File: config.mk
export PLATFORM = sky130hd
export DESIGN_NAME = osd_glyph_scale_outline
export DESIGN_NICKNAME = d
export VERILOG_FILES = /design/src/sv/osdg_pkg.sv /design/src/sv/osdg_ram.sv /design/src/sv/osdg_front.sv /design/src/sv/osdg_queue.sv /design/src/sv/osdg_div.sv /design/src/sv/osdg_back.sv /design/src/sv/osd_glyph_scale_outline.sv
export SDC_FILE = /design/constraint.sdc
export NUM_CORES = 1
export LEC_CHECK = 0
export CORE_MARGIN = 2
export CORE_UTILIZATION = 43
export DETAILED_ROUTE_END_ITERATION = 6
export DONT_BUFFER_PORTS = 1
export HOLD_SLACK_MARGIN = 0.15
export PLACE_DENSITY = 0.59
export SLEW_MARGIN = 10
export SYNTH_ARGS = -nofsm -noshare
export SYNTH_HDL_FRONTEND = slang
export SYNTH_SLANG_ARGS = --single-unit
export TNS_END_PERCENT = 20
File: constraint.sdc
create_clock -name clk -period 6.5 [get_ports clk]
set_input_delay 0.325 -clock clk [delete_from_list [all_inputs] [get_ports clk]]
set_output_delay 0.325 -clock clk [all_outputs]
set_load 0.05 [all_outputs]
File: src/sv/osdg_pkg.sv
package osdg_pkg;

  // Field widths
  localparam int COORD_W  = 8;
  localparam int CELL_W   = COORD_W + 2;
  localparam int ROW_W    = 16;
  localparam int ADDR_W   = 20;
  localparam int NARROW_W = 8;
  localparam int WIDE_W   = 16;

  // Operation codes
  localparam logic [1:0] OP_LOCATE = 2'd0;
  localparam logic [1:0] OP_LOAD   = 2'd1;
  localparam logic [1:0] OP_PIXEL  = 2'd2;

  // Configuration register indexes
  localparam logic [1:0] REG_SCALE = 2'd0;
  localparam logic [1:0] REG_EDGE  = 2'd1;
  localparam logic [1:0] REG_GBK   = 2'd2;

  // Pixel classes
  localparam logic [1:0] PIX_BG   = 2'd0;
  localparam logic [1:0] PIX_FORE = 2'd1;
  localparam logic [1:0] PIX_EDGE = 2'd2;

  // Character table layout
  localparam logic [7:0] DBL_LEAD     = 8'h80;
  localparam logic [7:0] GB_BASE      = 8'hA1;
  localparam logic [7:0] GB_COLS      = 8'd94;
  localparam logic [7:0] GBK_LEAD     = 8'h81;
  localparam logic [7:0] GBK_COLS     = 8'd190;
  localparam logic [7:0] GBK_GAP      = 8'h7F;
  localparam logic [7:0] GBK_TRAIL_LO = 8'h40;
  localparam logic [7:0] GBK_TRAIL_HI = 8'h41;
  localparam int         ASCII_SHIFT  = 4;   // 16 bytes per glyph
  localparam int         DBL_SHIFT    = 5;   // 32 bytes per glyph

  // Queue and divider sizing
  localparam int QDEPTH    = 2;
  localparam int DIV_BITS  = 2;
  localparam int DIV_STEPS = COORD_W / DIV_BITS;

  typedef enum logic [2:0] {
    K_ASCII,
    K_DBL,
    K_BAD,
    K_LOAD,
    K_PIXEL
  } kind_t;

  typedef struct packed {
    kind_t              kind;
    logic [7:0]         a;      // table row term, ASCII code or pix_x
    logic [7:0]         b;      // table column term or pix_y
    logic               gbk;
    logic [3:0]         ridx;
    logic [ROW_W-1:0]   bits;
    logic               nar;
  } item_t;

  typedef struct packed {
    logic [3:0] scale;
    logic       edge_en;
    logic       gbk;
  } cfg_t;

  typedef struct packed {
    logic [ADDR_W-1:0] glyph_address;
    logic              double_byte;
    logic              code_invalid;
    logic [1:0]        pixel;
    logic              outside;
  } res_t;

  typedef enum logic [2:0] {
    S_IDLE,
    S_MUL,
    S_DIV,
    S_RD,
    S_PIX
  } back_state_t;

endpackage

File: src/sv/osdg_ram.sv
module osdg_ram #(
  parameter int WIDTH = 16,
  parameter int DEPTH = 16
) (
  input  logic                     clk,
  input  logic                     we,
  input  logic [$clog2(DEPTH)-1:0] waddr,
  input  logic [WIDTH-1:0]         wdata,
  input  logic [$clog2(DEPTH)-1:0] raddr,
  output logic [WIDTH-1:0]         rdata
);

  logic [WIDTH-1:0] mem [DEPTH];

  always_ff @(posedge clk) begin
    if (we) begin
      mem[waddr] <= wdata;
    end
    rdata <= mem[raddr];
  end

endmodule

File: src/sv/osdg_front.sv
module osdg_front (
  input  logic                        gbk_mode,
  input  logic [1:0]                  op,
  input  logic [7:0]                  lead_byte,
  input  logic [7:0]                  trail_byte,
  input  logic [3:0]                  row_index,
  input  logic [osdg_pkg::ROW_W-1:0]  row_bits,
  input  logic                        narrow,
  input  logic [7:0]                  pix_x,
  input  logic [7:0]                  pix_y,
  output logic                        keep,
  output osdg_pkg::item_t             item
);
  import osdg_pkg::*;

  // Classify the item and reduce a character code to table row/column terms.
  always_comb begin
    keep      = 1'b1;
    item.kind = K_ASCII;
    item.a    = lead_byte;
    item.b    = trail_byte;
    item.gbk  = gbk_mode;
    item.ridx = row_index;
    item.bits = row_bits;
    item.nar  = narrow;
    case (op)
      OP_LOCATE: begin
        if (lead_byte > DBL_LEAD) begin
          if (gbk_mode) begin
            if (trail_byte < GBK_TRAIL_LO) begin
              item.kind = K_BAD;
            end else begin
              item.kind = K_DBL;
              item.a    = lead_byte - GBK_LEAD;
              // skip the unused 0x7f column
              item.b    = (trail_byte < GBK_GAP) ? (trail_byte - GBK_TRAIL_LO)
                                                 : (trail_byte - GBK_TRAIL_HI);
            end
          end else begin
            if (lead_byte < GB_BASE || trail_byte < GB_BASE) begin
              item.kind = K_BAD;
            end else begin
              item.kind = K_DBL;
              item.a    = lead_byte - GB_BASE;
              item.b    = trail_byte - GB_BASE;
            end
          end
        end
      end
      OP_LOAD: begin
        item.kind = K_LOAD;
      end
      OP_PIXEL: begin
        item.kind = K_PIXEL;
        item.a    = pix_x;
        item.b    = pix_y;
      end
      default: begin
        keep = 1'b0;
      end
    endcase
  end

endmodule

File: src/sv/osdg_queue.sv
module osdg_queue (
  input  logic            clk,
  input  logic            rst,
  input  logic            push,
  input  osdg_pkg::item_t din,
  output logic            full,
  input  logic            pop,
  output osdg_pkg::item_t dout,
  output logic            empty
);
  import osdg_pkg::*;

  localparam int PW = (QDEPTH > 1) ? $clog2(QDEPTH) : 1;
  localparam int CW = $clog2(QDEPTH + 1);

  item_t         slots [QDEPTH];
  logic [PW-1:0] wptr;
  logic [PW-1:0] rptr;
  logic [CW-1:0] count;
  logic          do_push;
  logic          do_pop;

  assign full    = (count == CW'(QDEPTH));
  assign empty   = (count == '0);
  assign do_push = push && !full;
  assign do_pop  = pop && !empty;
  assign dout    = slots[rptr];

  always_ff @(posedge clk) begin
    if (rst) begin
      wptr  <= '0;
      rptr  <= '0;
      count <= '0;
    end else begin
      if (do_push) begin
        wptr <= (wptr == PW'(QDEPTH - 1)) ? '0 : wptr + 1'b1;
      end
      if (do_pop) begin
        rptr <= (rptr == PW'(QDEPTH - 1)) ? '0 : rptr + 1'b1;
      end
      count <= count + CW'(do_push) - CW'(do_pop);
    end
  end

  always_ff @(posedge clk) begin
    if (do_push) begin
      slots[wptr] <= din;
    end
  end

  a_push_count: assert property (@(posedge clk) disable iff (rst)
    (push && !full && !pop) |=> count == CW'($past(count) + 1'b1))
    else $error("queue count did not advance on push");

  a_pop_count: assert property (@(posedge clk) disable iff (rst)
    (pop && !empty && !push) |=> count == CW'($past(count) - 1'b1))
    else $error("queue count did not drop on pop");

endmodule

File: src/sv/osdg_div.sv
module osdg_div #(
  parameter int DIV_W = 4
) (
  input  logic                         clk,
  input  logic                         rst,
  input  logic                         start,
  input  logic [osdg_pkg::COORD_W-1:0] dividend,
  input  logic [DIV_W-1:0]             divisor,
  output logic                         busy,
  output logic [osdg_pkg::COORD_W-1:0] quot,
  output logic [DIV_W-1:0]             rem
);
  import osdg_pkg::*;

  localparam int SC_W = (DIV_STEPS > 1) ? $clog2(DIV_STEPS) : 1;

  logic [COORD_W-1:0] sh;
  logic [DIV_W-1:0]   dsr;
  logic [SC_W-1:0]    cnt;
  logic [COORD_W-1:0] sh_next;
  logic [COORD_W-1:0] quot_next;
  logic [DIV_W-1:0]   rem_next;

  // Retire DIV_BITS quotient bits per cycle while busy, restoring form.
  always_comb begin
    logic [DIV_W:0] tmp;
    sh_next   = sh;
    quot_next = quot;
    rem_next  = rem;
    for (int i = 0; i < DIV_BITS; i++) begin
      tmp     = {rem_next, sh_next[COORD_W-1]};
      sh_next = {sh_next[COORD_W-2:0], 1'b0};
      if (tmp >= {1'b0, dsr}) begin
        tmp       = tmp - {1'b0, dsr};
        quot_next = {quot_next[COORD_W-2:0], 1'b1};
      end else begin
        quot_next = {quot_next[COORD_W-2:0], 1'b0};
      end
      rem_next = tmp[DIV_W-1:0];
    end
  end

  always_ff @(posedge clk) begin
    if (rst) begin
      busy <= 1'b0;
      cnt  <= '0;
    end else if (start) begin
      busy <= 1'b1;
      cnt  <= '0;
    end else if (busy) begin
      cnt <= cnt + 1'b1;
      if (cnt == SC_W'(DIV_STEPS - 1)) begin
        busy <= 1'b0;
      end
    end
  end

  always_ff @(posedge clk) begin
    if (start) begin
      sh   <= dividend;
      dsr  <= divisor;
      quot <= '0;
      rem  <= '0;
    end else if (busy) begin
      sh   <= sh_next;
      quot <= quot_next;
      rem  <= rem_next;
    end
  end

endmodule

File: src/sv/osdg_back.sv
module osdg_back #(
  parameter int GLYPH_ROWS = 16,
  parameter int MAX_SCALE  = 8
) (
  input  logic            clk,
  input  logic            rst,
  input  osdg_pkg::cfg_t  cfg,
  input  logic            q_empty,
  input  osdg_pkg::item_t q_item,
  output logic            q_pop,
  input  logic            pop,
  output logic            out_valid,
  output osdg_pkg::res_t  res
);
  import osdg_pkg::*;

  localparam int SW      = $clog2(MAX_SCALE + 1);
  localparam int AW      = $clog2(GLYPH_ROWS);
  localparam int DIM_MAX = ((GLYPH_ROWS > WIDE_W) ? GLYPH_ROWS : WIDE_W) * MAX_SCALE + 2;
  localparam int DIMW    = ($clog2(DIM_MAX + 1) > COORD_W) ? $clog2(DIM_MAX + 1) : COORD_W + 1;
  localparam logic [8:0] NEIGH_MASK = 9'b111101111;

  back_state_t        state;
  back_state_t        state_next;
  item_t              cur;
  logic               outside_q;
  logic               narrow_q;
  logic [1:0]         cnt;
  logic [ROW_W-1:0]   rowbuf [3];
  logic               res_load;
  res_t               res_next;
  logic               slot_free;

  logic [SW-1:0]      s;
  logic               border;
  logic [DIMW-1:0]    tw;
  logic [DIMW-1:0]    th;
  logic               off_glyph;

  logic               div_start;
  logic               div_busy;
  logic               div_busy_y;
  logic [COORD_W-1:0] qx;
  logic [COORD_W-1:0] qy;
  logic [SW-1:0]      rx;
  logic [SW-1:0]      ry;

  logic [CELL_W-1:0]  rq [3];
  logic [CELL_W-1:0]  cq [3];
  logic               rok [3];
  logic               cok [3];
  logic [8:0]         hit;
  logic               fore;
  logic [1:0]         pix_class;

  logic               ram_we;
  logic [AW-1:0]      ram_raddr;
  logic [ROW_W-1:0]   ram_rdata;

  logic [15:0]        prod;
  logic [15:0]        tidx;
  logic [ADDR_W-1:0]  loc_addr;

  // Cell offset of neighbor coordinate q*s + r + e, with e in -2..1.
  function automatic logic signed [2:0] cell_adj(input logic [SW-1:0] r,
                                                 input logic signed [2:0] e,
                                                 input logic [SW-1:0] sc);
    logic signed [SW+2:0] v;
    logic signed [SW+2:0] sv;
    v  = $signed({3'b000, r}) + $signed({{SW{e[2]}}, e});
    sv = $signed({3'b000, sc});
    if (v >= sv) begin
      return 3'sd1;
    end else if (v >= 0) begin
      return 3'sd0;
    end else if (v >= -sv) begin
      return -3'sd1;
    end else begin
      return -3'sd2;
    end
  endfunction

  always_comb begin
    if (cfg.scale == 4'd0) begin
      s = SW'(1);
    end else if (int'(cfg.scale) > MAX_SCALE) begin
      s = SW'(MAX_SCALE);
    end else begin
      s = SW'(cfg.scale);
    end
  end

  assign border    = cfg.edge_en;
  assign tw        = (narrow_q ? (DIMW'(s) << 3) : (DIMW'(s) << 4)) + DIMW'({border, 1'b0});
  assign th        = DIMW'(GLYPH_ROWS * s) + DIMW'({border, 1'b0});
  assign off_glyph = (DIMW'(q_item.a) >= tw) || (DIMW'(q_item.b) >= th);
  assign slot_free = !out_valid || pop;

  // Neighbor rows and columns around the requested coordinate.
  always_comb begin
    logic signed [2:0] e;
    logic signed [2:0] ay;
    logic signed [2:0] ax;
    for (int k = 0; k < 3; k++) begin
      e      = 3'(k - 1) - {2'b00, border};
      ay     = cell_adj(ry, e, s);
      ax     = cell_adj(rx, e, s);
      rq[k]  = {2'b00, qy} + {{(CELL_W-3){ay[2]}}, ay};
      cq[k]  = {2'b00, qx} + {{(CELL_W-3){ax[2]}}, ax};
      rok[k] = !rq[k][CELL_W-1] && (rq[k] < CELL_W'(GLYPH_ROWS));
      cok[k] = !cq[k][CELL_W-1] &&
               (cq[k] < (narrow_q ? CELL_W'(NARROW_W) : CELL_W'(WIDE_W)));
    end
  end

  always_comb begin
    for (int k = 0; k < 3; k++) begin
      for (int j = 0; j < 3; j++) begin
        hit[k*3 + j] = cok[j] && rowbuf[k][~cq[j][3:0]];
      end
    end
    fore = hit[4];
    if (fore) begin
      pix_class = PIX_FORE;
    end else if (border && |(hit & NEIGH_MASK)) begin
      pix_class = PIX_EDGE;
    end else begin
      pix_class = PIX_BG;
    end
  end

  always_comb begin
    case (cnt)
      2'd0:    ram_raddr = rq[0][AW-1:0];
      2'd1:    ram_raddr = rq[1][AW-1:0];
      default: ram_raddr = rq[2][AW-1:0];
    endcase
  end

  assign prod = 16'(cur.a) * 16'(cur.gbk ? GBK_COLS : GB_COLS);
  assign tidx = prod + 16'(cur.b);

  always_comb begin
    case (cur.kind)
      K_DBL:   loc_addr = ADDR_W'(tidx) << DBL_SHIFT;
      K_ASCII: loc_addr = ADDR_W'(cur.a) << ASCII_SHIFT;
      default: loc_addr = '0;
    endcase
  end

  always_ff @(posedge clk) begin
    if (rst) begin
      state <= S_IDLE;
    end else begin
      state <= state_next;
    end
  end

  always_comb begin
    state_next = state;
    q_pop      = 1'b0;
    div_start  = 1'b0;
    ram_we     = 1'b0;
    res_load   = 1'b0;
    res_next   = '0;
    case (state)
      S_IDLE: begin
        if (!q_empty) begin
          q_pop = 1'b1;
          case (q_item.kind)
            K_LOAD: begin
              ram_we = (int'(q_item.ridx) < GLYPH_ROWS);
            end
            K_PIXEL: begin
              if (off_glyph) begin
                state_next = S_PIX;
              end else begin
                div_start  = 1'b1;
                state_next = S_DIV;
              end
            end
            default: begin
              state_next = S_MUL;
            end
          endcase
        end
      end
      S_MUL: begin
        if (slot_free) begin
          res_load              = 1'b1;
          res_next.glyph_address = loc_addr;
          res_next.double_byte  = (cur.kind != K_ASCII);
          res_next.code_invalid = (cur.kind == K_BAD);
          state_next            = S_IDLE;
        end
      end
      S_DIV: begin
        if (!div_busy) begin
          state_next = S_RD;
        end
      end
      S_RD: begin
        if (cnt == 2'd3) begin
          state_next = S_PIX;
        end
      end
      S_PIX: begin
        if (slot_free) begin
          res_load         = 1'b1;
          res_next.outside = outside_q;
          res_next.pixel   = outside_q ? PIX_BG : pix_class;
          state_next       = S_IDLE;
        end
      end
      default: begin
        state_next = S_IDLE;
      end
    endcase
  end

  always_ff @(posedge clk) begin
    if (rst) begin
      narrow_q  <= 1'b0;
      out_valid <= 1'b0;
    end else begin
      if (q_pop && q_item.kind == K_LOAD) begin
        narrow_q <= q_item.nar;
      end
      if (res_load) begin
        out_valid <= 1'b1;
      end else if (pop) begin
        out_valid <= 1'b0;
      end
    end
  end

  always_ff @(posedge clk) begin
    if (q_pop) begin
      cur       <= q_item;
      outside_q <= off_glyph;
    end
    if (state == S_DIV) begin
      cnt <= 2'd0;
    end else if (state == S_RD) begin
      cnt <= cnt + 2'd1;
    end
    if (state == S_RD && cnt != 2'd0) begin
      rowbuf[2'(cnt - 2'd1)] <= rok[2'(cnt - 2'd1)] ? ram_rdata : '0;
    end
    if (res_load) begin
      res <= res_next;
    end
  end

  // The dividers load on the dequeue edge, so take the coordinates from the queue head.
  osdg_div #(.DIV_W(SW)) u_div_x (
    .clk      (clk),
    .rst      (rst),
    .start    (div_start),
    .dividend (q_item.a),
    .divisor  (s),
    .busy     (div_busy),
    .quot     (qx),
    .rem      (rx)
  );

  osdg_div #(.DIV_W(SW)) u_div_y (
    .clk      (clk),
    .rst      (rst),
    .start    (div_start),
    .dividend (q_item.b),
    .divisor  (s),
    .busy     (div_busy_y),
    .quot     (qy),
    .rem      (ry)
  );

  osdg_ram #(.WIDTH(ROW_W), .DEPTH(GLYPH_ROWS)) u_rows (
    .clk   (clk),
    .we    (ram_we),
    .waddr (AW'(q_item.ridx)),
    .wdata (q_item.bits),
    .raddr (ram_raddr),
    .rdata (ram_rdata)
  );

  a_pop_idle: assert property (@(posedge clk) disable iff (rst)
    q_pop |-> state == S_IDLE)
    else $error("queue popped outside idle");

  a_no_overwrite: assert property (@(posedge clk) disable iff (rst)
    res_load |-> (!out_valid || pop))
    else $error("result register overwritten");

  a_div_to_rd: assert property (@(posedge clk) disable iff (rst)
    (state == S_DIV && !div_busy) |=> state == S_RD)
    else $error("divider finished but row reads did not start");

  a_div_lockstep: assert property (@(posedge clk) disable iff (rst)
    div_busy == div_busy_y)
    else $error("coordinate dividers out of step");

endmodule

File: src/sv/osd_glyph_scale_outline.sv
// On-screen-display glyph engine. Push an item with op 0 to turn a character code
// into its font-memory byte offset (ASCII at code*16; a lead byte above 0x80 gives a
// 32-byte GB2312 or GBK glyph, per gbk_mode; a byte below the table base returns
// code_invalid with address zero), op 1 to load one 16-bit glyph row plus the narrow
// flag (no result), and op 2 to read one pixel of the loaded glyph magnified by scale
// and optionally ringed by a one-pixel edge. Op 3 is dropped. Results leave in order
// through a one-entry result register. A load is written on dequeue; a locate is
// dequeued, then its address formed; an on-glyph pixel is dequeued, divided by the
// 2-bit-per-cycle coordinate dividers, reads three neighbor rows through the single
// read port of the glyph row RAM and is classified. A two-entry queue lets new items
// come in while the back end works. Glyph rows come up undefined; load every row
// before reading pixels. Write configuration only while the block is idle.
module osd_glyph_scale_outline #(
  parameter int GLYPH_ROWS = 16,
  parameter int MAX_SCALE  = 8
) (
  input  logic                              clk,
  input  logic                              rst,
  // input queue side
  input  logic                              push,
  output logic                              full,
  input  logic [1:0]                        op,
  input  logic [7:0]                        lead_byte,
  input  logic [7:0]                        trail_byte,
  input  logic [3:0]                        row_index,
  input  logic [osdg_pkg::ROW_W-1:0]        row_bits,
  input  logic                              narrow,
  input  logic [7:0]                        pix_x,
  input  logic [7:0]                        pix_y,
  // result queue side
  output logic                              empty,
  input  logic                              pop,
  output logic [osdg_pkg::ADDR_W-1:0]       glyph_address,
  output logic                              double_byte,
  output logic                              code_invalid,
  output logic [1:0]                        pixel,
  output logic                              outside,
  // configuration write channel
  input  logic                              cfg_valid,
  output logic                              cfg_ready,
  input  logic [1:0]                        cfg_index,
  input  logic [3:0]                        cfg_data
);
  import osdg_pkg::*;

  cfg_t  cfg;
  item_t f_item;
  item_t q_item;
  logic  f_keep;
  logic  q_empty;
  logic  q_pop;
  logic  out_valid;
  res_t  res;

  // Always take configuration writes; drop writes to unknown indexes.
  assign cfg_ready = 1'b1;

  always_ff @(posedge clk) begin
    if (rst) begin
      cfg.scale   <= 4'd1;
      cfg.edge_en <= 1'b0;
      cfg.gbk     <= 1'b0;
    end else if (cfg_valid && cfg_ready) begin
      case (cfg_index)
        REG_SCALE: cfg.scale   <= cfg_data;
        REG_EDGE:  cfg.edge_en <= cfg_data[0];
        REG_GBK:   cfg.gbk     <= cfg_data[0];
        default:   ;
      endcase
    end
  end

  // Front: decode the op and reduce the character code.
  osdg_front u_front (
    .gbk_mode   (cfg.gbk),
    .op         (op),
    .lead_byte  (lead_byte),
    .trail_byte (trail_byte),
    .row_index  (row_index),
    .row_bits   (row_bits),
    .narrow     (narrow),
    .pix_x      (pix_x),
    .pix_y      (pix_y),
    .keep       (f_keep),
    .item       (f_item)
  );

  // Hold classified items until the back end is free; op 3 never enters.
  osdg_queue u_queue (
    .clk   (clk),
    .rst   (rst),
    .push  (push && f_keep),
    .din   (f_item),
    .full  (full),
    .pop   (q_pop),
    .dout  (q_item),
    .empty (q_empty)
  );

  // Back: glyph store, address multiply, scaled pixel lookup, result register.
  osdg_back #(
    .GLYPH_ROWS (GLYPH_ROWS),
    .MAX_SCALE  (MAX_SCALE)
  ) u_back (
    .clk       (clk),
    .rst       (rst),
    .cfg       (cfg),
    .q_empty   (q_empty),
    .q_item    (q_item),
    .q_pop     (q_pop),
    .pop       (pop),
    .out_valid (out_valid),
    .res       (res)
  );

  assign empty         = !out_valid;
  assign glyph_address = res.glyph_address;
  assign double_byte   = res.double_byte;
  assign code_invalid  = res.code_invalid;
  assign pixel         = res.pixel;
  assign outside       = res.outside;

endmodule
==> impl_metrics.yaml, run 1 <==
floorplanning:
  die_area_mm2: 0.0649
  ios: 94
  die_x_um: 255
  core_area_mm2: 0.0619
  start_util: 0.436
  die_h_um: 255
  core.rowCount: 91
critical_path:
  critical_path.slowest_cell: "a22oi_2"
  end_kind: "flip-flop"
  critPathLaunchType: "flip-flop"
  critPathMaxStageDelay_ps: 650
  critPathMaxFanout: 16
  crit_top_cell: "ha_1"
  arrival_ps: 5780
  crit_type: "reg -> reg"
  path_cells: "buf_4 > ha_1 > a21o_1 > a311o_1 > xnor2_1 > inv_1 > ha_1 > nor3b_1 > o21ai_0 > ha_1 > inv_1 > fa_1 > nor2b_1 > o31a_1 > o211ai_1 > o2111ai_1 > o211ai_1 > a22oi_2 > a21boi_0"
  worst-path-buf-inv: 3
  path_delay_family: "compound AO/OA/AOI/OAI gates"
  cp.required_ps: 6790
cts:
  cts_tree: "built"
  cts_max_level: 2
  ctsHoldBuffers: 70
  post_cts_buffers: 0
  clk_path_buf_depth: 3
  clock_latency_ps: 630
  cts_buffers: 54
  cts-resized-gates: 0
  clk_pin_slew_ps: 60
  root_buffer: "clkbuf_16"
  cts.sinks: 512
synthesis:
  yosysWarningCount: 0
  synth_edf_count: 448
  synth_area_mm2: 0.0270
  synth_seq_cells: 512
  synthFlopType: "edfxtp_1"
  synth_seq_area_share: 0.545
  avgSynthCellArea_um2: 12.0
  syn_inst: 2247
  async_reset_ff_frac: 0
  ys_types: 94
layout:
  seqCellArea_mm2: 0.0147
  multi_input_area_mm2: 0.0114
  final_cell_mix: "edfxtp_1, nand2_1, ha_1"
  nFillCells: 5510
  final_nets: 2590
  stdcell_area_mm2: 0.0305
  synthToLayoutAreaGrowth_pct: 12.8
  layout_commonest_cell: "edfxtp_1"
  layout-drive-gt1-share: 0.0915
timing:
  worst_pin_slew_ps: 1260
  max_freq_ghz: 0.182
  min_period_ps: 5490
  tns_ps: 0
  rsz0062_at_grt: "false"
  fin_skew_ps: 40.3
  slew_violations: 0
  hold_viol: 0
  period_share: 0.844
  relSlewSlack: 0.155
  setup_violations: 0
route:
  drt_iter0_drc: 1311
  met1_length_um: 28500
  num_vias: 17600
  wl_met2_um: 30500
  top_layer_used: "met4"
  first_pass_iters: 5
  drt-wirelength-per-cell_um: 19.8
  wl_met3_um: 2760
  ant_nets: 0
  drcViolationCount: 0
  routed_via_density: 5.52
  routed_wl_um: 63100
placed_design:
  place_area_mm2: 0.0280
  gp_congestion: 0.866
  portBuffers: 0
  dpl.hpwl_um: 41400
global_route:
  grt_max_degree: 129
  overflow: 0
  antenna_found_initial: 2
  grt_pass1_vias: 17500
  track_usage: 0.196
  grt_pass1_wl_um: 98400
job:
  maxCapViolCount: 0
status:
  status: "finished clean"
hold_path:
  min_path_type: "in -> reg"
metal layers:
layer / GRT usage / vias up
li1: - / 8449
met1: 0.263 / 8700
met2: 0.332 / 372
met3: 0.0308 / 100
met4: 0.0515 / 0
met5: 0 / -
synth_stat cells (44+ instances only):
library cell	number	area share
inv_1	136	0.019
nor2_1	137	0.019
clkbuf_1	71	0.0099
dfxtp_1	64	0.047
nor3_1	44	0.0081
edfxtp_1	448	0.50
nand2_1	234	0.033
a211oi_1	93	0.026
a21oi_1	78	0.014
mux2_2	50	0.021
ha_1	178	0.082
nor2b_1	77	0.018
o21ai_0	50	0.0093
metrics by stage:
stage | worst slack [ps] | instances | util | hold WS [ps]
after floorplan | 1250 | 2254 | - | 397
after detailed placement | 961 | 3017 | 0.451 | 402
final | 1010 | 3190 | 0.492 | 195
after global placement | 1110 | 3017 | 0.451 | 395
after CTS | 987 | 3188 | 0.492 | 155
after global routing | 505 | 3190 | 0.492 | 200
area by class of cell:
cell class,count,area share
repair buffers,102,0.0325
diodes,2,0.000164
multi-input cells,1499,0.373
inverters,137,0.0169
clock inverters,17,0.00767
flip-flops and latches,512,0.483
well taps,837,0.0344
clock buffers,84,0.0523
cell families after synthesis:
family	synth area share
compound gates	0.127
xor+xnor	0.0194
buf+inv	0.0376
other cells	0.000278
flops	0.545
mux	0.0476
fa+ha+maj	0.113
simple gates	0.110
final timing paths:
kind / startpoint / endpoint / slack, ps / cells after the start
worst max-delay path: cfg[1]$_SDFFE_PP0P_ / u_back.rowbuf[2][15]$_DFFE_PP_ / 1010 / 19
worst min-delay path: op[1] / u_queue.slots[0][40]$_DFFE_PP_ / 190 / 2
worst max register to register: cfg[1]$_SDFFE_PP0P_ / u_back.rowbuf[2][15]$_DFFE_PP_ / 1010 / 19
worst min register to register: u_back.u_div_x.cnt[1]$_SDFFE_PP0P_ / u_back.u_div_x.cnt[1]$_SDFFE_PP0P_ / 540 / 2
registers in the layout (all words and copies together) (netlist names), 2 cells and up, named ones only:
name and cells:
u_back.u_rows.mem 256, u_queue.slots 82, u_back.rowbuf 48, u_back.res 21, u_back.cur 20, u_back.u_rows.rdata 16
u_back.u_div_x.quot 8, u_back.u_div_x.sh 8, u_back.u_div_y.quot 8, u_back.u_div_y.sh 8, cfg 6, u_back.u_div_x.dsr 4
u_back.u_div_x.rem 4, u_back.u_div_y.rem 4, u_back.state 3, u_back.cnt 2, u_back.u_div_x.cnt 2, u_back.u_div_y.cnt 2
u_queue.count 2
Power of run 1 is left out: the tool's default activity adds up to more than one toggle a clock period on the data nets, which glitch-free logic cannot reach.
==> run 2, diff against run 1 <==
Settings changed: ABC_AREA from default to 1, PLACE_DENSITY 0.59 to 0.61.
Clock period 6.5 ns to 4.4 ns, I/O delays scaled along.
==> run 2 against run 1 <==
Utilization increased by 2.3 points. Sequential share of layout area fell by 4.0 points. Via count is 21% higher. First-iteration DRC count grew 33%. Routed wire length increased by 13%. Global-route usage increased by 1.0 points.
==> impl_metrics.yaml, run 2 <==
timing:
  rsz0062_at_grt: "true"
  min_period_ps: 4330
  hold_viol: 0
  max_freq_ghz: 0.231
  setup_violations: 0
  worst_pin_slew_ps: 1200
  period_share: 0.983
  slew_violations: 0
  tns_ps: 0
  fin_skew_ps: 26.9
  relSlewSlack: 0.199
route:
  drt-wirelength-per-cell_um: 17.3
  num_vias: 21300
  first_pass_iters: 6
  ant_nets: 0
  drcViolationCount: 0
  drt_iter0_drc: 1741
  routed_wl_um: 71600
  routed_via_density: 5.15
global_route:
  overflow: 0
  grt_pass1_vias: 20600
  met2_usage: 0.342
  antenna_found_initial: 0
  met1_usage: 0.278
  grt_max_degree: 79
  grtUsageMet3: 0.0324
  top_usage_layer: "met2"
  track_usage: 0.206
  grt_pass1_wl_um: 111000
critical_path:
  crit_type: "reg -> reg"
  end_kind: "flip-flop"
  cp.required_ps: 4970
  regToRegSetupSlack_ps: 70
  critical_path.slowest_cell: "fa_2"
  critPathMaxStageDelay_ps: 450
  critPathMaxFanout: 8
  arrival_ps: 4900
  critPathLaunchType: "flip-flop"
synthesis:
  yosysWarningCount: 0
  synth_area_mm2: 0.0282
  synth_compound_area_frac: 0.0930
  synthSimpleGateAreaFrac: 0.191
  synth_top_area_share: 0.478
  synthMuxAreaShare: 0
  ys_types: 49
  synth-adder-area-share: 0.107
  synth_seq_area_share: 0.523
  synthFlopType: "edfxtp_1"
  avgSynthCellArea_um2: 9.27
  async_reset_ff_frac: 0
  syn_inst: 3039
  synth_seq_cells: 512
  synth_top_cells_by_count: "nand2_1, edfxtp_1, inv_1"
  yosys.area_share.xor_xnor: 0.0131
  synth_edf_count: 448
  synth.most_common_cell: "nand2_1"
  synth_area_leader_cell: "edfxtp_1"
  synth_top_family_by_area: "simple AND/OR/NAND/NOR gates"
  synth.area.top_cells: "edfxtp_1, nand2_1, ha_1"
layout:
  layout-drive-gt1-share: 0.113
  final_cell_mix: "nand2_1, edfxtp_1, inv_1"
  final_util: 0.515
  diodes: 0
  nFillCells: 5793
  layout_commonest_cell: "nand2_1"
  final_nets: 3513
  largest-register: "u_back.u_rows.mem"
  largest_reg_flops: 256
  synthToLayoutAreaGrowth_pct: 18.0
  reg_top3: "u_back.u_rows.mem x256, u_queue.slots x82, u_back.rowbuf x48"
floorplanning:
  die_x_um: 260
  ios: 94
  start_util: 0.436
  core.rowCount: 93
  die_area_mm2: 0.0676
  die_h_um: 260
  core_area_mm2: 0.0646
placed_design:
  portBuffers: 0
  dpl.hpwl_um: 49000
  gp_congestion: 0.907
cts:
  cts_max_level: 2
  cts_buffers: 55
  clock_latency_ps: 630
  clk_pin_slew_ps: 60
  cts.sinks: 512
  clk_path_buf_depth: 3
  root_buffer: "clkbuf_16"
  cts_tree: "built"
hold_path:
  min_path_type: "in -> reg"
job:
  maxCapViolCount: 0
status:
  status: "finished clean"
-- run 2: changes by cell type after synthesis, sizes merged, moves of 30 or more --
cell | before | now
a211oi | 93 | 0
a31oi | 41 | 6
inv | 136 | 410
mux2 | 50 | 0
mux2i | 43 | 0
nand2 | 235 | 666
nand3 | 31 | 138
nor2 | 137 | 342
nor2b | 78 | 0
o21ai | 52 | 220
o21bai | 8 | 38
or2 | 5 | 46
-- run 2: final cells by class --
type,instances,area [um^2],share of cell area
Multi-Input combinational cell,2024,11900,0.358
Sequential cell,512,14700,0.443
Inverter,413,1560,0.0470
Clock inverter,33,310,0.00933
Timing Repair Buffer,223,2220,0.0666
Clock buffer,70,1450,0.0437
Tap cell,855,1070,0.0322
-- run 2: cell families (layout without fill, tap and decap cells) --
group,after synthesis,after routing
xor+xnor,42,42
simple gates,1296,1296
compound gates,459,459
buf+inv,510,739
fa+ha+maj,218,218
other cells,2,9
flops,512,512
-- run 2: worst paths after layout --
kind	to	start	cells after the start
max	u_back.u_rows.rdata[10]$_DFF_P_	cfg[4]$_SDFFE_PP0P_	30
min	u_queue.slots[0][33]$_DFFE_PP_	lead_byte[3]	4
max reg2reg	u_back.u_rows.rdata[10]$_DFF_P_	cfg[4]$_SDFFE_PP0P_	30
min reg2reg	flip-flop	u_queue.rptr$_SDFFE_PP0P_	1
-- run 2: metal layers --
layer | routed length (um) | vias to the layer above
li1 | - | 10500
met2 | 33600 | 540
met4 | 1950 | 0
met5 | 0 | -
met1 | 32200 | 10100
met3 | 3940 | 125
-- run 2: critical path: cells and delay by family (launching register included) --
kind | cells | cell delay, ps
AOI/OAI and AO/OA | 9 | 1110
adders and majority gates | 4 | 1030
buffers and inverters | 10 | 980
and+or+nand+nor | 6 | 600
DFF | 1 | 320
xor gates and xnor gates | 1 | 190
-- run 2: stage by stage --
step                instance area [um^2]  worst slack, ps  std cells  hold slack, ps
finish                             33200             74.7       4130             163
global route                       33200             -191       4130             208
CTS                                32400             14.0       4097             159
detailed placement                 29700             -216       3908             295
global placement                   29700             -142       3908             293
floorplan                          28200             3.15       3046             289
-- run 2: what timing repair did --
item,4_1_cts,5_1_grt
gates cloned,0,7
pin swaps,2,46
hold buffers,84,0
endpoints found under the hold margin,103,0
setup endpoints to repair,44,70
setup buffers,2,27
resized for setup,22,122
Power of run 2 is left out for the same reason.
